--- config.mk ---
export PLATFORM = sky130hd
export DESIGN_NAME = multi_key_search_replace
export DESIGN_NICKNAME = d
export VERILOG_FILES = /design/src/hw/rtl/mksr_pkg.sv /design/src/hw/rtl/mksr_datapath.sv /design/src/hw/rtl/mksr_ctrl.sv /design/src/hw/rtl/multi_key_search_replace.sv
export SDC_FILE = /design/constraint.sdc
export NUM_CORES = 1
export LEC_CHECK = 0
export ABC_CLOCK_PERIOD_IN_PS = 4500
export BUFFER_PORTS_ARGS = -buffer_cell sky130_fd_sc_hd__buf_2
export CORE_MARGIN = 2
export CORE_UTILIZATION = 25
export CTS_CLUSTER_SIZE = 30
export DETAILED_ROUTE_END_ITERATION = 10
export HOLD_SLACK_MARGIN = 0.06
export REMOVE_ABC_BUFFERS = 1
export SYNTH_ARGS = -nofsm -noshare
export SYNTH_HDL_FRONTEND = slang
export SYNTH_SLANG_ARGS = --single-unit
--- constraint.sdc ---
create_clock -name clk -period 4.5 [get_ports clk]
set_input_delay 0.9 -clock clk [delete_from_list [all_inputs] [get_ports clk]]
set_output_delay 0.9 -clock clk [all_outputs]
set_load 0.02 [all_outputs]
--- src/hw/rtl/mksr_pkg.sv ---
// shared types and constants for the multi-key search and replace block
`timescale 1ns / 1ps

package mksr_pkg;

  typedef enum logic [2:0] {
    MODE_KEY_BYTE   = 3'd0,
    MODE_SUBST_BYTE = 3'd1,
    MODE_KEY_LEN    = 3'd2,
    MODE_SUBST_LEN  = 3'd3,
    MODE_TEXT       = 3'd4
  } mode_t;

  typedef enum logic [2:0] {
    ST_IDLE,
    ST_DECIDE,
    ST_EMIT,
    ST_FLUSH,
    ST_CLOSE
  } state_t;

  localparam logic [7:0] REG_KEY_COUNT = 8'd0;

  // controller to datapath
  typedef struct packed {
    logic load;
    logic push;
    logic decide;
    logic emit;
    logic emit_last;
    logic emit_empty;
    logic drop;
  } cmd_t;

  // datapath to controller
  typedef struct packed {
    logic full;
    logic empty;
    logic emit_done;
    logic out_busy;
  } status_t;

endpackage

--- src/hw/rtl/mksr_datapath.sv ---
// window, key and substitution stores, matcher and output register
`timescale 1ns / 1ps

module mksr_datapath import mksr_pkg::*; #(
  parameter int NUM_KEYS  = 4,
  parameter int KEY_LEN   = 8,
  parameter int SUBST_LEN = 8
) (
  input  logic       clk,
  input  logic       rst,
  input  cmd_t       cmd,
  output status_t    status,
  input  logic [2:0] in_mode,
  input  logic [1:0] in_slot,
  input  logic [2:0] in_pos,
  input  logic [7:0] in_data,
  input  logic [2:0] key_count,
  input  logic       out_ready,
  output logic       out_valid,
  output logic [7:0] out_byte,
  output logic       has_byte,
  output logic       out_last
);

  localparam int KW = $clog2(KEY_LEN + 1);
  localparam int SW = $clog2(SUBST_LEN + 1);
  localparam int KI = (KEY_LEN > 1) ? $clog2(KEY_LEN) : 1;
  localparam int SI = (SUBST_LEN > 1) ? $clog2(SUBST_LEN) : 1;
  localparam int NW = (NUM_KEYS > 1) ? $clog2(NUM_KEYS) : 1;
  localparam int CW = $clog2(NUM_KEYS + 1);

  logic [7:0]    key_store   [NUM_KEYS][KEY_LEN];
  logic [7:0]    subst_store [NUM_KEYS][SUBST_LEN];
  logic [KW-1:0] key_length  [NUM_KEYS];
  logic [SW-1:0] subst_length[NUM_KEYS];
  logic [7:0]    lookahead   [KEY_LEN];
  logic [KW-1:0] fill;

  logic [NW-1:0] win_key;
  logic [KW-1:0] drop_cnt;
  logic [SW-1:0] emit_len;
  logic [SW-1:0] emit_idx;
  logic          win_is_key;

  // word waiting in the output register until its last flag is known
  logic          held;
  logic          hold_mode;
  logic          emit_slot;
  logic          will_emit;

  logic [NUM_KEYS-1:0] hit;
  logic [CW-1:0]       keys_used;

  assign keys_used = (32'(key_count) > NUM_KEYS) ? CW'(NUM_KEYS) : CW'(key_count);

  always_comb begin
    for (int k = 0; k < NUM_KEYS; k++) begin
      hit[k] = (key_length[k] != '0) && (key_length[k] <= fill) && (CW'(k) < keys_used);
      for (int i = 0; i < KEY_LEN; i++) begin
        if ((KW'(i) < key_length[k]) && (lookahead[i] != key_store[k][i])) begin
          hit[k] = 1'b0;
        end
      end
    end
  end

  logic          any_hit;
  logic [NW-1:0] first_hit;
  always_comb begin
    any_hit   = 1'b0;
    first_hit = '0;
    for (int k = NUM_KEYS - 1; k >= 0; k--) begin
      if (hit[k]) begin
        any_hit   = 1'b1;
        first_hit = NW'(k);
      end
    end
  end

  logic          slot_ok;
  logic [7:0]    load_len;
  assign slot_ok  = 32'(in_slot) < NUM_KEYS;
  assign load_len = in_data;

  always_ff @(posedge clk) begin
    if (rst) begin
      for (int k = 0; k < NUM_KEYS; k++) begin
        key_length[k]   <= '0;
        subst_length[k] <= '0;
      end
    end else if (cmd.load && slot_ok) begin
      unique case (in_mode)
        MODE_KEY_BYTE: begin
          if (32'(in_pos) < KEY_LEN) key_store[NW'(in_slot)][KI'(in_pos)] <= in_data;
        end
        MODE_SUBST_BYTE: begin
          if (32'(in_pos) < SUBST_LEN) subst_store[NW'(in_slot)][SI'(in_pos)] <= in_data;
        end
        MODE_KEY_LEN: begin
          key_length[NW'(in_slot)] <= (32'(load_len) > KEY_LEN) ? KW'(KEY_LEN) : KW'(load_len);
        end
        MODE_SUBST_LEN: begin
          subst_length[NW'(in_slot)] <=
            (32'(load_len) > SUBST_LEN) ? SW'(SUBST_LEN) : SW'(load_len);
        end
        default: ;
      endcase
    end
  end

  always_ff @(posedge clk) begin
    if (rst) begin
      fill <= '0;
      for (int i = 0; i < KEY_LEN; i++) lookahead[i] <= '0;
    end else if (cmd.push) begin
      if (32'(fill) < KEY_LEN) begin
        lookahead[KI'(fill)] <= in_data;
        fill <= fill + KW'(1);
      end
    end else if (cmd.drop) begin
      if (drop_cnt >= fill) begin
        fill <= '0;
      end else begin
        for (int i = 0; i < KEY_LEN; i++) begin
          if (32'(i) + 32'(drop_cnt) < KEY_LEN) begin
            lookahead[i] <= lookahead[KI'(32'(i) + 32'(drop_cnt))];
          end
        end
        fill <= fill - drop_cnt;
      end
    end
  end

  // during a flush a word is first held, then released when the next one comes
  assign hold_mode = cmd.emit_last;
  assign emit_slot = cmd.emit && !status.out_busy && (emit_idx < emit_len);
  assign will_emit = emit_slot && !(hold_mode && held);

  always_ff @(posedge clk) begin
    if (cmd.decide) begin
      win_is_key <= any_hit;
      win_key    <= first_hit;
      drop_cnt   <= any_hit ? key_length[first_hit] : KW'(1);
      emit_len   <= any_hit ? subst_length[first_hit] : SW'(1);
      emit_idx   <= '0;
    end else if (will_emit) begin
      emit_idx <= emit_idx + SW'(1);
    end
  end

  always_ff @(posedge clk) begin
    if (rst) begin
      out_valid <= 1'b0;
      held      <= 1'b0;
    end else if (!status.out_busy) begin
      if (cmd.emit_empty) begin
        out_valid <= 1'b1;
        held      <= 1'b0;
      end else if (emit_slot && hold_mode) begin
        out_valid <= held;
        held      <= !held;
      end else begin
        out_valid <= emit_slot;
      end
    end
  end

  always_ff @(posedge clk) begin
    if (!status.out_busy) begin
      if (cmd.emit_empty) begin
        if (!held) begin
          out_byte <= '0;
          has_byte <= 1'b0;
        end
        out_last <= 1'b1;
      end else if (will_emit) begin
        out_byte <= win_is_key ? subst_store[win_key][SI'(emit_idx)] : lookahead[0];
        has_byte <= 1'b1;
        out_last <= 1'b0;
      end
    end
  end

  assign status.out_busy  = out_valid && !out_ready;
  assign status.full      = 32'(fill) >= KEY_LEN;
  assign status.empty     = fill == '0;
  assign status.emit_done = emit_idx >= emit_len;

endmodule

--- src/hw/rtl/mksr_ctrl.sv ---
// sequencer for loads, decisions, substitution bursts and the closing flush
`timescale 1ns / 1ps

module mksr_ctrl import mksr_pkg::*; (
  input  logic       clk,
  input  logic       rst,
  input  logic       in_valid,
  output logic       in_ready,
  input  logic [2:0] in_mode,
  input  logic       in_last,
  input  status_t    status,
  output cmd_t       cmd
);

  state_t state, state_next;
  logic   flushing, flushing_next;
  logic   fire;

  assign fire = in_valid && in_ready;

  always_ff @(posedge clk) begin
    if (rst) begin
      state    <= ST_IDLE;
      flushing <= 1'b0;
    end else begin
      state    <= state_next;
      flushing <= flushing_next;
    end
  end

  always_comb begin
    state_next    = state;
    flushing_next = flushing;
    cmd           = '0;
    in_ready      = 1'b0;
    unique case (state)
      ST_IDLE: begin
        in_ready = 1'b1;
        if (fire) begin
          if (in_mode == MODE_TEXT) begin
            cmd.push      = 1'b1;
            flushing_next = in_last;
            state_next    = in_last ? ST_FLUSH : ST_DECIDE;
          end else begin
            cmd.load = 1'b1;
          end
        end
      end
      ST_DECIDE: begin
        if (status.full) begin
          cmd.decide = 1'b1;
          state_next = ST_EMIT;
        end else begin
          state_next = ST_IDLE;
        end
      end
      ST_FLUSH: begin
        if (!status.empty) begin
          cmd.decide = 1'b1;
          state_next = ST_EMIT;
        end else begin
          state_next = ST_CLOSE;
        end
      end
      ST_EMIT: begin
        cmd.emit      = 1'b1;
        cmd.emit_last = flushing;
        if (status.emit_done) begin
          cmd.drop   = 1'b1;
          state_next = flushing ? ST_FLUSH : ST_IDLE;
        end
      end
      ST_CLOSE: begin
        if (!status.out_busy) begin
          cmd.emit_empty = 1'b1;
          state_next     = ST_IDLE;
        end
      end
      default: state_next = ST_IDLE;
    endcase
  end

endmodule

--- src/hw/rtl/multi_key_search_replace.sv ---
// top level of the multi-key search and replace block
//  channel   dir   contents
//  s_axis    in    tdata = mode, slot, pos, data_byte; tuser = last
//  m_axis    out   tdata = out_byte; tuser = has_byte, out_last
//  apb       in    key_count at address 0
// loads are taken in the idle state; a text byte that leaves the window short
// passes through the decide state, one that fills it also emits its output words
// the last byte flushes the window one decision at a time, in the flush and emit
// states; each word is held in the output register until the next word or the
// closing state sets its last flag; the closing state ends the flush
// m_axis stalls hold the sequencer in its emit and closing states
// reset clears lengths, window fill and key_count; stores stay undefined
`timescale 1ns / 1ps

module multi_key_search_replace import mksr_pkg::*; #(
  parameter int NUM_KEYS  = 4,
  parameter int KEY_LEN   = 8,
  parameter int SUBST_LEN = 8
) (
  input  logic        clk,
  input  logic        rst,
  input  logic        s_axis_tvalid,
  output logic        s_axis_tready,
  input  logic [15:0] s_axis_tdata,  // mode[2:0], slot[4:3], pos[7:5], data_byte[15:8]
  input  logic        s_axis_tuser,  // last
  output logic        m_axis_tvalid,
  input  logic        m_axis_tready,
  output logic [7:0]  m_axis_tdata,  // out_byte
  output logic [1:0]  m_axis_tuser,  // has_byte, out_last
  input  logic        psel,
  input  logic        penable,
  input  logic        pwrite,
  input  logic [1:0]  paddr,
  input  logic [31:0] pwdata,
  output logic [31:0] prdata,
  output logic        pready
);

  cmd_t       cmd;
  status_t    status;
  logic [2:0] key_count;
  logic       has_byte, out_last, lastw, lastq;

  assign pready = 1'b1;
  assign prdata = (paddr == REG_KEY_COUNT[1:0]) ? {29'd0, key_count} : 32'd0;

  always_ff @(posedge clk) begin
    if (rst) begin
      key_count <= '0;
    end else if (psel && penable && pwrite && paddr == REG_KEY_COUNT[1:0]) begin
      key_count <= pwdata[2:0];
    end
  end

  mksr_ctrl u_ctrl (
    .clk      (clk),
    .rst      (rst),
    .in_valid (s_axis_tvalid),
    .in_ready (s_axis_tready),
    .in_mode  (s_axis_tdata[2:0]),
    .in_last  (s_axis_tuser),
    .status   (status),
    .cmd      (cmd)
  );

  mksr_datapath #(
    .NUM_KEYS  (NUM_KEYS),
    .KEY_LEN   (KEY_LEN),
    .SUBST_LEN (SUBST_LEN)
  ) u_dp (
    .clk       (clk),
    .rst       (rst),
    .cmd       (cmd),
    .status    (status),
    .in_mode   (s_axis_tdata[2:0]),
    .in_slot   (s_axis_tdata[4:3]),
    .in_pos    (s_axis_tdata[7:5]),
    .in_data   (s_axis_tdata[15:8]),
    .key_count (key_count),
    .out_ready (m_axis_tready),
    .out_valid (m_axis_tvalid),
    .out_byte  (m_axis_tdata),
    .has_byte  (has_byte),
    .out_last  (lastw)
  );

  // final word of a flush is marked when nothing more follows
  assign lastq    = 1'b0;
  assign out_last = lastw | lastq;
  assign m_axis_tuser = {out_last, has_byte};

endmodule

Yosys cells after proc, flatten, opt, wreduce, memory -nomap -nowiden
Memories as Yosys holds them, arrays and structs flattened. A register that Yosys moved wholly into a read port is not among the register bits.
Cells that the tools add are included.
{"block": "totals", "ff_bits": 30, "latchBits": 0, "ram_bits": 608, "mem_bits_ro": 0, "input_bits": 58, "output_inout_bits": 45, "wordCells": 393, "memories": 5}
{"block": "classes", "n_addsub": 10, "multipliers": 0, "n_div": 0, "order_cmp": 58, "eq_ne": 46, "n_shift": 0, "muxes": 174, "bitwise": 11, "reduce_logical": 77}
{"memory": "u_dp.key_store", "depth": 4, "word_bits": 64, "read_ports": 4, "rd_ports_with_merged_regs": 0, "write_ports": 1, "line": "mksr_datapath.sv:32", "rtl": "logic [7:0] key_store [NUM_KEYS][KEY_LEN];"}
{"memory": "u_dp.subst_store", "depth": 4, "word_bits": 64, "read_ports": 1, "rd_ports_with_merged_regs": 1, "write_ports": 1, "line": "mksr_datapath.sv:33", "rtl": "logic [7:0] subst_store [NUM_KEYS][SUBST_LEN];"}
{"memory": "u_dp.lookahead", "depth": 8, "word_bits": 8, "read_ports": 16, "rd_ports_with_merged_regs": 0, "write_ports": 8, "line": "mksr_datapath.sv:36", "rtl": "logic [7:0] lookahead [KEY_LEN];"}
{"memory": "u_dp.key_length", "depth": 4, "word_bits": 4, "read_ports": 5, "rd_ports_with_merged_regs": 1, "write_ports": 4, "line": "mksr_datapath.sv:34", "rtl": "logic [KW-1:0] key_length [NUM_KEYS];"}
{"memory": "u_dp.subst_length", "depth": 4, "word_bits": 4, "read_ports": 1, "rd_ports_with_merged_regs": 1, "write_ports": 4, "line": "mksr_datapath.sv:35", "rtl": "logic [SW-1:0] subst_length[NUM_KEYS];"}
{"op": "$ne 8x8->1", "n": 32}
{"op": "$lt 32x4->1 const B", "n": 7}
{"op": "$mux 64", "n": 2}
{"op": "$mux 8", "n": 16}
{"op": "$mux 1", "n": 124}
{"op": "$lt 3x4->1 const A", "n": 16}
{"op": "$logic_and 1x1->1", "n": 51}
{"op": "$lt 1x4->1 const A", "n": 8}
{"op": "$lt 2x4->1 const A", "n": 8}
{"op": "$mux 4", "n": 7}
{"op": "$mux 2", "n": 13}
{"op": "$bmux 8 s3", "n": 1}
{"op": "$demux 8 s3", "n": 1}
{"op": "$mux 3", "n": 8}
{"op": "$add 3x4->5 const A", "n": 4}
{"op": "$le 4x4->1", "n": 4}
{"op": "$reduce_bool 4->1", "n": 4}
{"op": "$pmux 3 s5", "n": 1}
{"op": "$eq 3x2->1 const B", "n": 4}
{"op": "$ge 4x4->1 const B", "n": 3}
{"op": "$add 2x4->5 const A", "n": 2}
{"op": "$add 4x1->4 const B", "n": 2}
{"op": "$ge 4x4->1", "n": 2}
{"op": "$gt 8x4->1 const B", "n": 1}
{"op": "26 further kinds", "n": 55}

Depth between registers and ports, before layout
Gate-level depths: netlist (run 1).
{"block": "logic_depth", "ltp_word": 17, "ltp_mapped": 12, "mapped_depth_nobuf": 11}

Modules after synthesis
From an unflattened synthesis (run 1), not the netlist that was laid out.
{"block": "hier_totals", "cells_unflattened": 2040, "hier_area_um2": 30379.1}
{"mod": "mksr_datapath", "instances": 1, "cells_each": 1950, "area_per_inst_um2": 29660.9, "seq_area_each_um2": 19128.3}
{"mod": "multi_key_search_replace", "instances": 1, "cells_each": 52, "area_per_inst_um2": 424.2, "seq_area_each_um2": 60.1}
{"mod": "mksr_ctrl", "instances": 1, "cells_each": 38, "area_per_inst_um2": 294.0, "seq_area_each_um2": 80.1}

Worst setup path after synthesis (run 1)
Ideal clock, no wire load.
{"block": "synth_path", "path_type": "register to register", "start": "register u_dp.drop_cnt[0] (read register of u_dp.key_length)", "end": "memory u_dp.lookahead[1][0] (data pin)", "setup_ns": 0.256, "t_arrival_ns": 4.076, "required_time_ns": 4.244, "path_slack_ns": 0.168, "stages_incl_launch_ff": 13, "n_path_buf": 8, "period_less_slack_ns": 4.332, "path_cell_list": "edfxtp_1 -> clkbuf_1 -> clkbuf_1 -> buf_1 -> buf_2 -> inv_1 -> ha_1 -> clkbuf_1 -> clkbuf_1 -> clkbuf_1 -> clkbuf_1 -> mux4_2 -> a22o_1"}
{"element": "from (decl)", "line": "mksr_datapath.sv:40", "rtl": "logic [KW-1:0] drop_cnt;"}
{"element": "to (decl)", "line": "mksr_datapath.sv:36"}

==> run metrics, run 1 <==
reg-to-reg slack, setup 0.73 ns; sequential fraction of the synthesis area 63.42%; Pleak 11.30 nW; post-CTS setup buffer count 0; CTS-repair resized insts 0; Clk pin slew, worst setup/hold paths 0.06 ns; hold path depth 3; clock power share 42.6%; Die Wd 352.6 um; Yosys Warn Count 0; Hold Path End key_count[1]; Tightest Hold Check Type in -> reg; P&R area growth vs syn 14.45%; CTS Buf Count 70; Post-Layout Cell Count 3748; Peak VDD IR 0.3725 mV; gr usage total 12.86%; CP Capture Type flop; R2R Path End u_dp.drop_cnt[0]; Vias 17590; Cell Rows 127; initial antenna violation count 2; commonest cells after routing, fill and taps aside edfxtp_1, xor2_1, nor2_1; Max clock buf depth 3; die height 352.6 um; Avg WL per Cell 21.85 um; Port Buf Inserts 43; I/O Pins 103; Power Density 391.4 mW/mm2; asr flop ratio synth 0%; Initial Util 25.26%; FF-to-FF Start u_dp.lookahead[5][3]; Hold Vio Cnt, Final 0; Achievable Freq 0.2653 GHz; sw frac 23.50%; Post-Syn Area 0.03038 mm2; DP Wirelength 54060 um; residual DRC count 0; worst-skew pair later-pin latency 0.64 ns; commonest non-fill, non-tap cell in the layout edfxtp_1; Crit Path Class reg -> reg; HP Start pwdata[1]; total wire length 81880 um; Cells after Synth 2050; switching pwr 3.199 mW; clock root cell clkbuf_16; Avg Cell Area, Syn 14.82 um2; antenna viol nets, final 0; pin count of the biggest net entering global routing 67; overall die area 0.1243 mm2; period utilization 83.77%; Post-synth EDFFs 629; layout cells sized above 1 19.63%; Gate power share 7.4%; R2R cell count 8; count of state elements after synthesis 648; Synth area leader edfxtp_1; maxcap violations 0; Int Pwr 10.41 mW; vias in the first global route 16970; count of cell types in the netlist 72; Worst EP arrival 4.13 ns; first-pass GRT wire length 118700 um; status finished, final reports clean; min Tclk post-route 3.770 ns; Pre-antenna DRT Iters 5; leading post-synthesis cells by cell area edfxtp_1, mux4_2, xor2_1; 1st-iter DRT viols 1718; CP required 4.86 ns; Placeable Area 0.1203 mm2; Worst Tran Pin Value 0.9903 ns; Layout Nets 2175; RSZ-0062 raised after global routing false; Critical Path Fanout Max 7; Reg power frac 50.0%; Overflow after GRT 0; # hold bufs at CTS 0; TritonCTS clock tree yes; clk_skew 0.02595 ns; Final Slew Violations 0; clock sink count 648; Setup Viol. Count Final 0; Slew Limit Headroom 33.98%; Final GP Congestion 0.8891; Post-synth top flop edfxtp_1; setup total negative slack 0 ns; crit start category flop; Synth top area share 62.16%; Via density 4.694; H-tree Lvls 3; Inst Count DP 3621
flip-flops by register name (all words and copies together) (netlist names), 4 cells and up, named ones only:
register           cells
u_dp.drop_cnt          4
u_dp.emit_idx          4
u_dp.emit_len          4
u_dp.fill              4
u_dp.key_length       16
u_dp.key_store       256
u_dp.lookahead        64
u_dp.out_byte          8
u_dp.subst_length     16
u_dp.subst_store     256
area by class of cell:
type | instances | area, um2
Antenna cell | 1 | 2.502
Clock buffer | 90 | 1877
Clock inverter | 36 | 437.9
Fill cell | 11920 | 85520
Inverter | 40 | 150.1
Multi-Input combinational cell | 1210 | 10240
Sequential cell | 648 | 19270
Tap cell | 1612 | 2017
Timing Repair Buffer | 111 | 770.7
power groups by stage:
stage          Clock (mW)  Sequential [mW]  Combinational [mW]
2_1_floorplan           0             6.95               0.498
3_3_place_gp            0             6.93                1.00
3_5_place_dp            0             6.93                1.01
4_1_cts              5.89             6.80                1.01
5_1_grt              6.12             6.81                1.07
6_report             5.80             6.80                1.00
kinds of logic (layout without fill, tap and decap cells):
logic type	after synthesis	in the layout	synth area share, %
AOI/OAI and AO/OA	226	226	5.267
and+or+nand+nor	443	443	6.996
muxes	211	211	11.90
xor gates and xnor gates	264	264	7.610
adders and majority gates	36	36	1.507
DFF	648	648	63.42
buffers and inverters	220	277	3.278
other	2	31	0.02472
stage by stage:
step / setup WS [ns] / hold slack, ns / area, um2 / total power, mW / util (%)
final: 0.7301 / 0.4994 / 34770 / 13.61 / 28.91
after global routing: 0.6377 / 0.4924 / 34770 / 14.00 / 28.91
after CTS: 0.7757 / 0.4679 / 34770 / 13.71 / 28.91
after detailed placement: 0.7923 / 0.4572 / 32460 / 7.938 / 26.98
after global placement: 0.8620 / 0.4781 / 32460 / 7.931 / 26.98
after floorplan: -0.2438 / 0.4494 / 29640 / 7.449 / -
critical path, stage by stage (launching register included):
cell      delay (ns)
edfxtp_1        0.55
xor2_1          0.23
nor4_1          0.63
a41oi_1         0.25
or4_1           0.67
o32a_1          0.39
nor3b_4         0.47
a221o_1         0.23
a22oi_1         0.06
worst max path at each step:
stage	start	cells past startpoint	slack [ns]	end
5_1_grt	u_dp.lookahead[5][3]	8	0.64	u_dp.drop_cnt[0]
4_1_cts	u_dp.lookahead[5][3]	8	0.78	u_dp.drop_cnt[0]
3_3_place_gp	u_dp.lookahead[5][3]	8	0.86	u_dp.emit_len[0]
2_1_floorplan	u_dp.drop_cnt[0]	5	-0.24	u_dp.lookahead[3][6]
6_report	u_dp.lookahead[5][3]	8	0.73	u_dp.drop_cnt[0]
3_5_place_dp	u_dp.lookahead[5][3]	8	0.79	u_dp.drop_cnt[0]
Yosys cell counts (5+ instances only):
library cell    n
edfxtp_1      629
xor2_1        161
nor2_1        145
mux4_2        114
clkbuf_1      113
nand2_1       111
xnor2_1       103
mux2_2         62
o21ai_0        59
nor4_1         45
inv_1          40
a21oi_1        38
buf_4          35
ha_1           35
mux2i_1        35
a22o_1         32
nand4_1        32
nor3_1         20
buf_2          19
dfxtp_1        19
nand2b_1       18
nand3_1        17
o31ai_1        13
and2_1         11
buf_1          11
nor2b_1        10
or2_2          10
a211oi_1        9
a21o_1          9
a31oi_1         8
o21a_1          7
or4_1           6
and3_1          5
or3_1           5
per-layer routing:
layer  GRT usage [%]  part of all wire [%]
met5               0                     0
met2           20.98                    48
met1           17.18                    43
met3           2.365                   6.7
met4           4.291                   2.9
(Power assumes the default switching activity.)
==> run 2: changes to the inputs <==
ABC_CLOCK_PERIOD_IN_PS = 3900   (was 4500)
clock period = 3.9 ns   (was 4.5 ns; I/O delays follow)
==> run metrics, run 2 (synthesis results as in run 1) <==
FF-to-FF Start u_dp.lookahead[4][2]; maxcap violations 0 (unchanged); CP endpoint u_dp.drop_cnt[0]; Gate power share 7.7% (+0.3 points); Slew Limit Headroom 19.50% (-14 points); Power Density 441.9 mW/mm2 (+13%); Placeable Area 0.1203 mm2 (unchanged); post-CTS setup buffer count 0 (unchanged); Layout Nets 2228 (+2.4%); P&R area growth vs syn 15.53%; worst-skew pair later-pin latency 0.64 ns (about the same); Vias 17900 (+1.7%); Worst EP arrival 3.89 ns (-0.24 ns); Avg WL per Cell 22.00 um (+0.72%); Peak VDD IR 0.4560 mV (+22%); Pleak 11.55 nW (+2.3%); Reg power frac 50.5% (+0.5 points); Hold Vio Cnt, Final 0 (unchanged); vias in the first global route 17370 (+2.3%); CP required 4.27 ns (-0.59 ns); CTS-repair resized insts 0 (unchanged); sw frac 23.46% (-0.043 points); residual DRC count 0 (unchanged); Port Buf Inserts 43 (unchanged); Achievable Freq 0.2836 GHz (+6.9%); Largest regs u_dp.key_store (256), u_dp.subst_store (256), u_dp.lookahead (64); origin of the worst setup path u_dp.lookahead[4][2]; Post-Layout Cell Count 3800 (+1.4%); Overflow after GRT 0 (unchanged); setup total negative slack 0 ns (unchanged); H-tree Lvls 3 (unchanged); I/O Pins 103 (unchanged); status finished, final reports clean; initial antenna violation count 1 (-1); reg-to-reg slack, setup 0.37 ns (-0.36 ns); Final Slew Violations 0 (unchanged); crit start category flop; 1st-iter DRT viols 1939 (+13%); Hold Slack 0.3839 ns (-0.1155 ns); diode count 0 (-1); Worst Tran Pin Value 1.198 ns (+0.2080 ns); Initial Util 25.26% (unchanged); TritonCTS clock tree yes; Die Wd 352.6 um (unchanged); Setup Viol. Count Final 0 (unchanged); Final GP Congestion 0.9030 (+1.6%); Cell Rows 127 (unchanged); die height 352.6 um (unchanged); total wire length 83610 um (+2.1%); overall die area 0.1243 mm2 (unchanged); switching pwr 3.639 mW (+14%); DP Wirelength 55780 um (+3.2%); clock root cell clkbuf_16; first-pass GRT wire length 121500 um (+2.4%); RSZ-0062 raised after global routing false; Max clock buf depth 3 (unchanged); layout cells sized above 1 21.44% (+1.8 points); clock power share 41.8% (-0.8 points); clk_skew 0.03015 ns (+0.004203 ns); period utilization 90.42% (+6.6 points); Tightest Hold Check Type in -> reg; R2R Path End u_dp.drop_cnt[0]; R2R cell count 8 (unchanged); Crit Path Class reg -> reg; Via density 4.710 (+0.35%); min Tclk post-route 3.526 ns (-0.2436 ns); final instance area 0.03510 mm2 (+0.95%); gr usage total 13.21% (+0.35 points); commonest cells after routing, fill and taps aside edfxtp_1, xor2_1, nor2_1; # hold bufs at CTS 0 (unchanged); Inst Count DP 3675 (+1.5%); Pre-antenna DRT Iters 5 (unchanged); Final Util 29.18% (+0.27 points); clock sink count 648 (unchanged); Critical Path Fanout Max 7 (unchanged); pin count of the biggest net entering global routing 68 (+1.5%); CP Capture Type flop; antenna viol nets, final 0 (unchanged); Cell Area, Placed 0.03288 mm2 (+1.3%); Int Pwr 11.87 mW (+14%); CTS Buf Count 69 (-1.4%); Clk pin slew, worst setup/hold paths 0.06 ns (about the same); commonest non-fill, non-tap cell in the layout edfxtp_1
run 2: cell types whose count changed in the layout (fill, tap and decap cells not counted), sizes merged:
cell      previous run  this run
buf                111       165
bufinv               6         4
clkbuf              90        88
clkinv              22        24
clkinvlp             3         2
diode                1         0
inv                 45        47
run 2: layer usage:
metal | part of all wire, % | global-route usage [%] | up-vias | routed length [um]
met5 | 0 | 0 | - | 0
met4 | 3.3 | 4.581 | 0 | 2745
met3 | 6.4 | 2.241 | 143 | 5387
met2 | 47 | 21.41 | 752 | 39460
met1 | 43 | 17.81 | 9138 | 36010
li1 | - | - | 7866 | -
run 2: power groups by stage:
stage | combinational [mW] | sequential [mW] | clock (mW)
finish | 1.19 | 7.84 | 6.49
global placement | 1.19 | 7.98 | 0
CTS | 1.20 | 7.83 | 6.60
detailed placement | 1.19 | 7.98 | 0
floorplan | 0.574 | 8.02 | 0
global route | 1.27 | 7.84 | 6.87
run 2: through the flow:
| step | power, mW | setup slack (ns) |
|---|---|---|
| 6_report | 15.51 | 0.3737 |
| 5_1_grt | 15.98 | 0.2078 |
| 4_1_cts | 15.63 | 0.4450 |
| 3_5_place_dp | 9.177 | 0.4433 |
| 3_3_place_gp | 9.168 | 0.4181 |
| 2_1_floorplan | 8.595 | -0.8438 |
run 2: cell type report:
cell class | instances | area (um2)
sequential | 648 | 19270
clock buffer | 88 | 1871
tap | 1612 | 2017
clock inverter | 37 | 350.3
fill | 12050 | 85190
inverter | 40 | 150.1
timing repair buffer | 165 | 1201
multi-input combinational | 1210 | 10240
run 2: worst min path at each step:
stage / from / endpoint / slack (ns) / cells past startpoint
6_report: pwdata[2] / key_count[2] / 0.38 / 3
5_1_grt: pwdata[2] / key_count[2] / 0.39 / 3
4_1_cts: pwdata[2] / key_count[2] / 0.36 / 3
3_5_place_dp: u_dp.win_key[0] / flop / 0.47 / 1
3_3_place_gp: u_dp.win_key[0] / flop / 0.47 / 1
2_1_floorplan: u_dp.win_key[0] / flop / 0.45 / 1
run 2: worst max-delay path, cell delays in order, from the launching register on:
cell	delay, ns
edfxtp_1	0.56
xor2_1	0.25
nor4_2	0.48
a41oi_1	0.21
or4_1	0.61
o32a_1	0.38
nor3b_4	0.49
a221o_1	0.24
a22oi_1	0.06
==> run 3: changes to the inputs <==
PLACE_DENSITY_LB_ADDON = 0.3   (was default)
==> run metrics, run 3 (synthesis results as in run 1) <==
Max clock buf depth 3 (unchanged); I/O Pins 103 (unchanged); first-pass GRT wire length 129900 um (+6.9%); clock sink count 648 (unchanged); Final Slew Violations 0 (unchanged); Port Buf Inserts 43 (unchanged); Crit Path Class reg -> reg; Placeable Area 0.1203 mm2 (unchanged); RSZ-0062 raised after global routing false; Overflow after GRT 0 (unchanged); period utilization 92.00% (+1.6 points); clock root cell clkbuf_16; Worst Tran Pin Value 1.229 ns (+0.03058 ns); GR met3 Demand/Resource 1.744% (-0.50 points); Peak VDD IR 0.3069 mV (-33%); Placement Setup Slack 0.2955 ns (-0.1478 ns); overall die area 0.1243 mm2 (unchanged); Pleak 11.63 nW (+0.69%); Via density 4.723 (+0.28%); Total Power 15.77 mW (+1.7%); Initial Util 25.26% (unchanged); Final Util 29.29% (+0.11 points); origin of the worst setup path u_dp.lookahead[5][7]; sw frac 23.24% (-0.22 points); pin count of the biggest net entering global routing 65 (-4.4%); antenna viol nets, final 0 (unchanged); Clk pin slew, worst setup/hold paths 0.06 ns (about the same); residual DRC count 0 (unchanged); Gate power share 8.1% (+0.4 points); Achievable Freq 0.2787 GHz (-1.7%); global-route layer with the greatest usage met2; Cell Area, Placed 0.03297 mm2 (+0.26%); vias in the first global route 18010 (+3.7%); Vias 18010 (+0.62%); total wire length 90390 um (+8.1%); Critical Path Fanout Max 7 (unchanged); met2 Usage GRT 23.43% (+2.0 points); Largest regs u_dp.key_store (256), u_dp.subst_store (256), u_dp.lookahead (64); clk_skew 0.02367 ns (-0.006477 ns); CP Capture Type flop; Hold Slack 0.3897 ns (+0.005824 ns); commonest cells after routing, fill and taps aside edfxtp_1, xor2_1, nor2_1; P&R area growth vs syn 15.97%; DP Wirelength 61350 um (+10%); gr usage total 14.28% (+1.1 points); Setup Viol. Count Final 0 (unchanged); GR Layer Usage met1 19.59% (+1.8 points); H-tree Lvls 3 (unchanged); FF-to-FF Start u_dp.lookahead[5][7]; Int Pwr 12.11 mW (+2.0%); CTS-repair resized insts 0 (unchanged); # hold bufs at CTS 0 (unchanged); setup total negative slack 0 ns (unchanged); worst-skew pair later-pin latency 0.63 ns (about the same); initial antenna violation count 8 (+7); Layout Nets 2243 (+0.67%); Tightest Hold Check Type in -> reg; Inst Count DP 3690 (+0.41%); Setup WS post-layout 0.3120 ns (-0.06170 ns); die height 352.6 um (unchanged); Reg power frac 49.6% (-0.9 points); final instance area 0.03524 mm2 (+0.38%); Final GP Congestion 0.9254 (+2.5%); post-CTS setup buffer count 0 (unchanged); switching pwr 3.666 mW (+0.73%); status finished, final reports clean; Hold Vio Cnt, Final 0 (unchanged); CTS Buf Count 69 (unchanged); commonest non-fill, non-tap cell in the layout edfxtp_1; CP required 4.33 ns (+0.06 ns); Power Density 447.6 mW/mm2 (+1.3%); layout cells sized above 1 22.09% (+0.66 points); crit start category flop; Post-Layout Cell Count 3813 (+0.34%); Die Wd 352.6 um (unchanged); clock power share 42.3% (+0.5 points); 1st-iter DRT viols 1637 (-16%); min Tclk post-route 3.588 ns (+0.06170 ns); Pre-antenna DRT Iters 5 (unchanged); Avg WL per Cell 23.71 um (+7.7%); maxcap violations 0 (unchanged); Slew Limit Headroom 17.45% (-2.1 points); HP Start pwdata[0]; Cell Rows 127 (unchanged); TritonCTS clock tree yes; Worst EP arrival 4.02 ns (+0.13 ns)
run 3: cell types whose count changed in the layout (fill, tap and decap cells not counted), moves of 3 or more:
| cell | delta |
|---|---|
| bufinv_16 | +5 |
| buf_4 | +13 |
| buf_2 | +4 |
| clkinv_1 | -4 |
| clkinv_8 | +3 |
run 3: final timing paths:
path	end	slack (ns)	cells after the start
worst max register to register	u_dp.drop_cnt[1]	0.31	8
worst min register to register	flop	0.50	1
worst min-delay path	key_count[0]	0.39	3
worst max-delay path	u_dp.drop_cnt[1]	0.31	8
run 3: cell type report:
type                    instances  area [um2]
fillers                     12000       85050
well taps                    1612        2017
diodes                          1       2.502
inverters                      40       150.1
clock buffers                  87        1826
flip-flops and latches        648       19270
repair buffers                180        1279
multi-input cells            1210       10250
clock inverters                35       442.9
run 3: power groups by stage:
stage | Sequential [mW] | Clock [mW] | Combinational [mW]
detailed placement | 7.97 | 0 | 1.29
CTS | 7.83 | 6.81 | 1.30
global placement | 7.97 | 0 | 1.28
floorplan | 8.02 | 0 | 0.574
finish | 7.83 | 6.66 | 1.28
global route | 7.83 | 7.05 | 1.36
run 3: per-layer routing:
metal	up-vias	wire length (um)
met3	140	5303
met5	-	22
met4	4	2509
met1	9322	39680
li1	7903	-
met2	641	42880
run 3: critical path, stage by stage (launching register included):
cell and delay, ns:
edfxtp_1 0.58, xor2_1 0.23, nor4_1 0.49, a41oi_1 0.23, or4_1 0.65, o32a_1 0.38
nor3b_4 0.45, a221oi_2 0.11, o31ai_1 0.27
